`src/rtl/core/bfaq_pkg.sv`:
```
`default_nettype none

package bfaq_pkg;

    // Filter geometry.
    localparam int MAX_BITS   = 65536;
    localparam int MAX_PROBES = 32;
    localparam int POS_W      = $clog2(MAX_BITS);
    localparam int FB_W       = POS_W + 1;
    localparam int PC_W       = 6;

    // The bit store is kept as rows of WORD_W bits.
    localparam int WORD_W = 32;
    localparam int BIT_W  = $clog2(WORD_W);
    localparam int ROWS   = MAX_BITS / WORD_W;
    localparam int ROW_W  = POS_W - BIT_W;

    // Hash widths and constants.
    localparam int HASH_W = 32;
    localparam int DJB_W  = 64;
    localparam int CNT_W  = 32;

    localparam logic [HASH_W-1:0] FNV_BASIS = 32'h811c9dc5;
    localparam logic [HASH_W-1:0] FNV_PRIME = 32'h01000193;
    localparam logic [DJB_W-1:0]  DJB_SEED  = 64'd5381;
    localparam logic [HASH_W-1:0] MIX_C1    = 32'h85ebca6b;
    localparam logic [HASH_W-1:0] MIX_C2    = 32'hc2b2ae35;

    // Configuration port.
    localparam int CFG_IDX_W  = 2;
    localparam int CFG_DATA_W = 32;

    typedef enum logic [CFG_IDX_W-1:0] {
        REG_FILTER_BITS = 2'd0,
        REG_PROBE_COUNT = 2'd1,
        REG_CAPACITY    = 2'd2
    } cfg_reg_t;

    // Commands.
    localparam logic CMD_ADD   = 1'b0;
    localparam logic CMD_QUERY = 1'b1;

    // Stream payload widths.
    localparam int IN_DATA_W  = 8;
    localparam int IN_USER_W  = 2;
    localparam int OUT_BITS   = 1 + FB_W + CNT_W + 1;
    localparam int OUT_DATA_W = ((OUT_BITS + 7) / 8) * 8;

endpackage

`default_nettype wire

```
`src/rtl/core/bfaq_mod_unit.sv`:
```
`default_nettype none

// Two-lane restoring remainder unit: a mod m and b mod m, one dividend bit
// per cycle in each lane.
module bfaq_mod_unit (
    input  wire logic                       aclk,
    input  wire logic                       aresetn,
    input  wire logic                       start,
    input  wire logic [bfaq_pkg::HASH_W-1:0] a,
    input  wire logic [bfaq_pkg::HASH_W-1:0] b,
    input  wire logic [bfaq_pkg::FB_W-1:0]   m,
    output logic                            done,
    output logic [bfaq_pkg::POS_W-1:0]      rem_a,
    output logic [bfaq_pkg::POS_W-1:0]      rem_b
);
    import bfaq_pkg::*;

    localparam int STEP_W = $clog2(HASH_W);

    logic              active_reg;
    logic              done_reg;
    logic [STEP_W-1:0] step_reg;
    logic [HASH_W-1:0] sha_reg;
    logic [HASH_W-1:0] shb_reg;
    logic [POS_W-1:0]  rema_reg;
    logic [POS_W-1:0]  remb_reg;
    logic [FB_W-1:0]   trial_a;
    logic [FB_W-1:0]   trial_b;
    logic [POS_W-1:0]  rema_next;
    logic [POS_W-1:0]  remb_next;

    always_comb begin
        trial_a   = {rema_reg, sha_reg[HASH_W-1]};
        trial_b   = {remb_reg, shb_reg[HASH_W-1]};
        rema_next = (trial_a >= m) ? POS_W'(trial_a - m) : POS_W'(trial_a);
        remb_next = (trial_b >= m) ? POS_W'(trial_b - m) : POS_W'(trial_b);
    end

    always_ff @(posedge aclk) begin
        if (!aresetn) begin
            active_reg <= 1'b0;
            done_reg   <= 1'b0;
            step_reg   <= '0;
        end else begin
            done_reg <= 1'b0;
            if (start) begin
                active_reg <= 1'b1;
                step_reg   <= '0;
            end else if (active_reg) begin
                step_reg <= step_reg + 1'b1;
                if (step_reg == STEP_W'(HASH_W - 1)) begin
                    active_reg <= 1'b0;
                    done_reg   <= 1'b1;
                end
            end
        end
    end

    always_ff @(posedge aclk) begin
        if (start) begin
            sha_reg  <= a;
            shb_reg  <= b;
            rema_reg <= '0;
            remb_reg <= '0;
        end else if (active_reg) begin
            sha_reg  <= {sha_reg[HASH_W-2:0], 1'b0};
            shb_reg  <= {shb_reg[HASH_W-2:0], 1'b0};
            rema_reg <= rema_next;
            remb_reg <= remb_next;
        end
    end

    assign done  = done_reg;
    assign rem_a = rema_reg;
    assign rem_b = remb_reg;

endmodule

`default_nettype wire

```
`config.mk`:
```
export PLATFORM = sky130hd
export DESIGN_NAME = bfaq_mod_unit
export DESIGN_NICKNAME = d
export VERILOG_FILES = /design/src/rtl/core/bfaq_pkg.sv /design/src/rtl/core/bfaq_mod_unit.sv
export SDC_FILE = /design/constraint.sdc
export NUM_CORES = 1
export LEC_CHECK = 0
export BUFFER_PORTS_ARGS = -buffer_cell sky130_fd_sc_hd__buf_2
export CORE_MARGIN = 3
export CORE_UTILIZATION = 43
export DETAILED_ROUTE_END_ITERATION = 7
export PLACE_DENSITY_LB_ADDON = 0.05
export SLEW_MARGIN = 20
export SYNTH_ARGS = -nofsm -noshare
export SYNTH_HDL_FRONTEND = slang
export SYNTH_SLANG_ARGS = --single-unit
```
`constraint.sdc`:
```
create_clock -name aclk -period 4.2 [get_ports aclk]
set_input_delay 0.21 -clock aclk [delete_from_list [all_inputs] [get_ports aclk]]
set_output_delay 0.21 -clock aclk [all_outputs]
set_load 0.03 [all_outputs]
```
; Yosys cells after proc, flatten, opt, wreduce, memory -nomap -nowiden
; Index checks and enable logic that the tools add are counted.
[op_classes]
addsub = 3
n_lt_le_gt_ge = 2
n_eq_ne = 1
muxes = 10
bitwise_logic = 2
reduce_logical = 3
[ops]
columns = cell, count
row1 = 2-to-1 mux 32 bit, 4
row2 = greater-or-equal comparator 17 bit, 2
row3 = 2-to-1 mux 16 bit, 2
row4 = subtractor 16 bit, 2
row5 = adder 5 x 1 -> 5 bit (second input constant), 1
row6 = equality test 5 bit (second input constant), 1
row7 = 2-to-1 mux 1 bit, 4
row8 = OR reduction 3 bit, 1
row9 = inverter 1 bit, 2
row10 = nonzero test 2 bit, 1
row11 = OR reduction 2 bit, 1
[totals]
register_bits = 103
input_bits = 84
out_inout_bits = 33
elab_cells = 28

; Longest topological paths before layout
[logic_depth]
word_depth = 4
depth_mapped = 11
mapped_depth_nobuf = 11

; Worst setup path before layout
; OpenSTA, ideal clock, no wires.
[synth_timing]
kind = register -> register
from = register remb_reg[5] (netlist: rem_b[5])
to = register remb_reg[4] (netlist: rem_b[4])
arrival_time_ps = 2490
t_required_ps = 4114
slack_ps = 1624
path_stages_with_launch = 10
path_buffers = 1
synth_period_minus_slack_ps = 2576
path_cell_list = dfxtp_1 -> ha_1 -> a21o_1 -> a2111oi_4 -> a31oi_4 -> a21oi_4 -> o211ai_4 -> buf_8 -> mux2i_1 -> a211oi_1
[synth_via]
elab_chain_cells = 2
[synth_rtl]
columns = element, line_no
row1 = from (decl), bfaq_mod_unit.sv:26  ; logic [POS_W-1:0] remb_reg;
row2 = from (signal assigned), bfaq_mod_unit.sv:69  ; remb_reg <= remb_next;
row3 = greater-or-equal comparator 17 bit, bfaq_mod_unit.sv:36  ; remb_next = (trial_b >= m) ? POS_W'(trial_b - m) : POS_W'(trial_b);
row4 = 2-to-1 mux 16 bit, bfaq_mod_unit.sv:36
; Every way passes these cells.
; A chain may end at the register's enable or synchronous reset.

; Worst setup path in the final report
[layout_timing]
from = register rema_reg[5] (netlist: rem_a[5])
to = register rema_reg[6] (netlist: rem_a[6])
[layout_via]
elab_chain_cells = 2
[layout_rtl]
columns = element, line_no
row1 = from (decl), bfaq_mod_unit.sv:25  ; logic [POS_W-1:0] rema_reg;
row2 = from (signal assigned), bfaq_mod_unit.sv:68  ; rema_reg <= rema_next;
row3 = subtractor 16 bit or greater-or-equal comparator 17 bit (tied branches), bfaq_mod_unit.sv:35  ; rema_next = (trial_a >= m) ? POS_W'(trial_a - m) : POS_W'(trial_a);
row4 = 2-to-1 mux 16 bit *, bfaq_mod_unit.sv:35
; Mark *: on every way between the ends. The rest lies on a longest branch, timed or not.

==> run_results.csv <==
group,metric,value,unit
global_routing,grt_pass1_wl,24.0,mm
sta,post-route-min-period,3.06,ns
worst_setup_path,critPathMaxFanout,12,
global_routing,grt_pass1_vias,4649,
yosys,ys_seq_area_share,44.0,%
clock_tree,hold_buffers,0,
sta,fin_skew,0.00627,ns
finish,layout_common_cells,"buf_2, edfxtp_1, mux2_2",
yosys,synth_edf_count,64,
finish,fin_util,51.4,%
power,p_per_area,353,nW/um^2
worst_hold_path,hp-class,"primary input to flip-flop",
worst_hold_path,min_from,"aresetn",
sta,fin_tns_setup,0,ns
floorplanning,placementRows,43,
route,detail-route-antenna-nets,0,
floorplanning,initial_utilization,44.1,%
worst_setup_path,slowest_stage,"a221oi_2",
floorplanning,dieArea,15800,um^2
finish,multi_input_area,3230,um^2
worst_setup_path,rr_endpoint,"rem_a[6]",
yosys,synth_area,6140,um^2
finish,diodes,0,
finish,fillCellCount,1308,
worst_setup_path,worstPathArrival,3.27,ns
sta,fin_crit_sh,73.0,%
sta,rsz0062_at_grt,"false",
yosys,synth_async_sr_flop_share,0,%
route,dr.pass1.iters,4,
clock_tree,path_clk_slew,0.08,ns
route,wire_per_inst,17.5,um
finish,ff_latch_area,2700,um^2
sta,setup_viol,0,
yosys,synth_ff_type,"edfxtp_1",
route,drt_iter0_drc,210,
route,num_vias,4520,
yosys,synth.distinct_cells,66,
clock_tree,numCtsBuffers,9,
floorplanning,coreArea,13900,um^2
yosys,synth_area_per_cell,11.2,um^2
worst_setup_path,path_cells,"ha_1 -> and4_1 -> o21a_1 -> o31a_1 -> o21ai_1 -> a221oi_2 -> buf_4 -> mux2i_1 -> a211oi_1",
worst_setup_path,rrSetupSlack,1.14,ns
flow_run,cap_viol_max_count,0,
worst_setup_path,endpoint,"rem_a[6]",
route,drc,0,
global_routing,grt_max_degree,65,
outcome,status,"finished, final reports clean",
power,leakage,2.95,nW
placed_design,hpwl,10.7,mm
worst_setup_path,max_stage_delay,0.84,ns
clock_tree,root_buffer,"clkbuf_16",
placed_design,dp.cells,824,
worst_setup_path,cp-end-kind,"flip-flop",
worst_setup_path,worst-path-buf-inv,1,
placed_design,place.gp.congestion,0.885,
worst_setup_path,crit_required,4.41,ns
sta,worst_slew_pin_slew,1.00,ns
global_routing,antenna_found_initial,2,
finish,syn2layout_area_growth,16.6,%
floorplanning,die_x,126,um
clock_tree,htree_levels,3,
worst_setup_path,cp_top_family,"compound AO/OA/AOI/OAI gates",
clock_tree,clockBufferDepth,2,
worst_setup_path,critPathKind,"flip-flop to flip-flop",
sta,finalHoldViolCount,0,
clock_tree,cts_tree,"done",
power,vdd_drop_max,0.249,mV
yosys,syn-instance-count,546,
worst_setup_path,cp-start-kind,"flip-flop",
route,post_drt_via_cell_ratio,5.38,
yosys,synth_warnings,0,
yosys,syn_nets,668,
finish,mostFrequentLayoutCell,"buf_2",
sta,slew_headroom,33.3,%
clock_tree,cts_sinks,103,
clock_tree,insertion_delay,0.35,ns
finish,drive_gt1_share,33.0,%
global_routing,grt_overflow_total,0,
finish,fin_nets,777,
worst_setup_path,r2r_start,"rem_a[5]",
floorplanning,io-pin-count,117,
placed_design,port_buffers,116,
worst_setup_path,startpoint,"rem_a[5]",
worst_setup_path,cp.depth,9,
global_routing,grt_use_total,19.1,%
sta,slew_viol_final,0,
floorplanning,die_h,126,um
yosys,ys_ff_latch,103,
clock_tree,cts_setup_buffers,0,
sta,fmax,326,MHz
clock_tree,cts-resized-gates,0,
worst_setup_path,r2r_cells,9,
finish,fin_cells,840,
route,wl,14.7,mm
-- Yosys cell counts, types with 2 or more instances --
cell type | n | area [um^2]
edfxtp_1 | 64 | 1920
mux2_2 | 62 | 698
dfxtp_1 | 39 | 781
ha_1 | 36 | 450
nand2_1 | 36 | 135
nor2_1 | 35 | 131
inv_1 | 26 | 97.6
a21oi_1 | 25 | 125
mux2i_1 | 24 | 240
a211oi_1 | 19 | 143
xnor2_1 | 16 | 140
o21ai_1 | 14 | 70.1
xor2_1 | 13 | 114
clkbuf_1 | 12 | 45.0
o21a_1 | 12 | 90.1
o21ai_0 | 12 | 60.1
a21o_1 | 11 | 82.6
buf_1 | 6 | 22.5
nand4_1 | 5 | 31.3
nor2b_1 | 5 | 31.3
nand2b_1 | 4 | 25.0
nand3_1 | 4 | 20.0
o211ai_1 | 4 | 30.0
o31a_1 | 4 | 35.0
a31oi_1 | 3 | 18.8
and2_1 | 3 | 18.8
and3_1 | 3 | 18.8
o31ai_1 | 3 | 22.5
or3_1 | 3 | 18.8
a22oi_1 | 2 | 15.0
buf_6 | 2 | 22.5
fa_1 | 2 | 40.0
nor3_1 | 2 | 10.0
o21bai_1 | 2 | 15.0
o22ai_1 | 2 | 12.5
-- kinds of logic (layout without fill, tap and decap cells) --
| kind of cell | after synthesis | in the layout | synth area share [%] |
|---|---|---|---|
| xor gates and xnor gates | 29 | 29 | 4.14 |
| buffers and inverters | 48 | 162 | 3.42 |
| DFF | 103 | 103 | 44.0 |
| adders and majority gates | 38 | 38 | 7.99 |
| AOI/OAI and AO/OA | 130 | 130 | 15.9 |
| muxes | 87 | 87 | 15.5 |
| and+or+nand+nor | 111 | 111 | 9.11 |
-- worst register-to-register path, cell delays in order (launching register included) --
cell      delay (ns)
dfxtp_1         0.35
ha_1            0.39
and4_1          0.27
o21a_1          0.14
o31a_1          0.17
o21ai_1         0.09
a221oi_2        0.84
buf_4           0.36
mux2i_1         0.21
a211oi_1        0.09
-- cell type report --
cell class                      instances  share of cell area, %
Inverter                               26                   1.36
Clock inverter                          6                  0.734
Tap cell                              180                   3.15
Timing Repair Buffer                  120                   8.56
Clock buffer                           10                   3.34
Sequential cell                       103                   37.7
Multi-Input combinational cell        395                   45.1
-- layer usage --
layer,GRT usage [%],vias up,routed length [um]
li1,-,2251,-
met1,24.5,2128,6550
met2,31.6,111,6870
met3,4.02,26,842
met4,7.84,4,400
met5,0,-,34
-- report_power, final --
group | switching (mW) | total, mW | internal [mW]
combinational | 0.266 | 0.480 | 0.214
clock | 0.409 | 0.837 | 0.429
sequential | 0.0373 | 1.21 | 1.17
total | 0.712 | 2.53 | 1.81
-- worst min-delay path by stage --
| stage | to | cells after the start |
|---|---|---|
| after CTS | active_reg | 2 |
| after global routing | active_reg | 2 |
| after global placement | active_reg | 2 |
| after detailed placement | active_reg | 2 |
| final | active_reg | 2 |
| after floorplan | active_reg | 1 |
-- stage by stage --
step / setup WS [ns] / power (mW) / hold WS (ns) / instance area, um^2
floorplan: 1.62 / 1.57 / 0.328 / 6140
global placement: 1.20 / 1.70 / 0.449 / 6870
detailed placement: 1.12 / 1.71 / 0.458 / 6870
CTS: 1.12 / 2.56 / 0.0878 / 7160
global route: 0.838 / 2.64 / 0.120 / 7160
finish: 1.14 / 2.53 / 0.0930 / 7160
No activity file was read; power rests on OpenSTA's default activity.
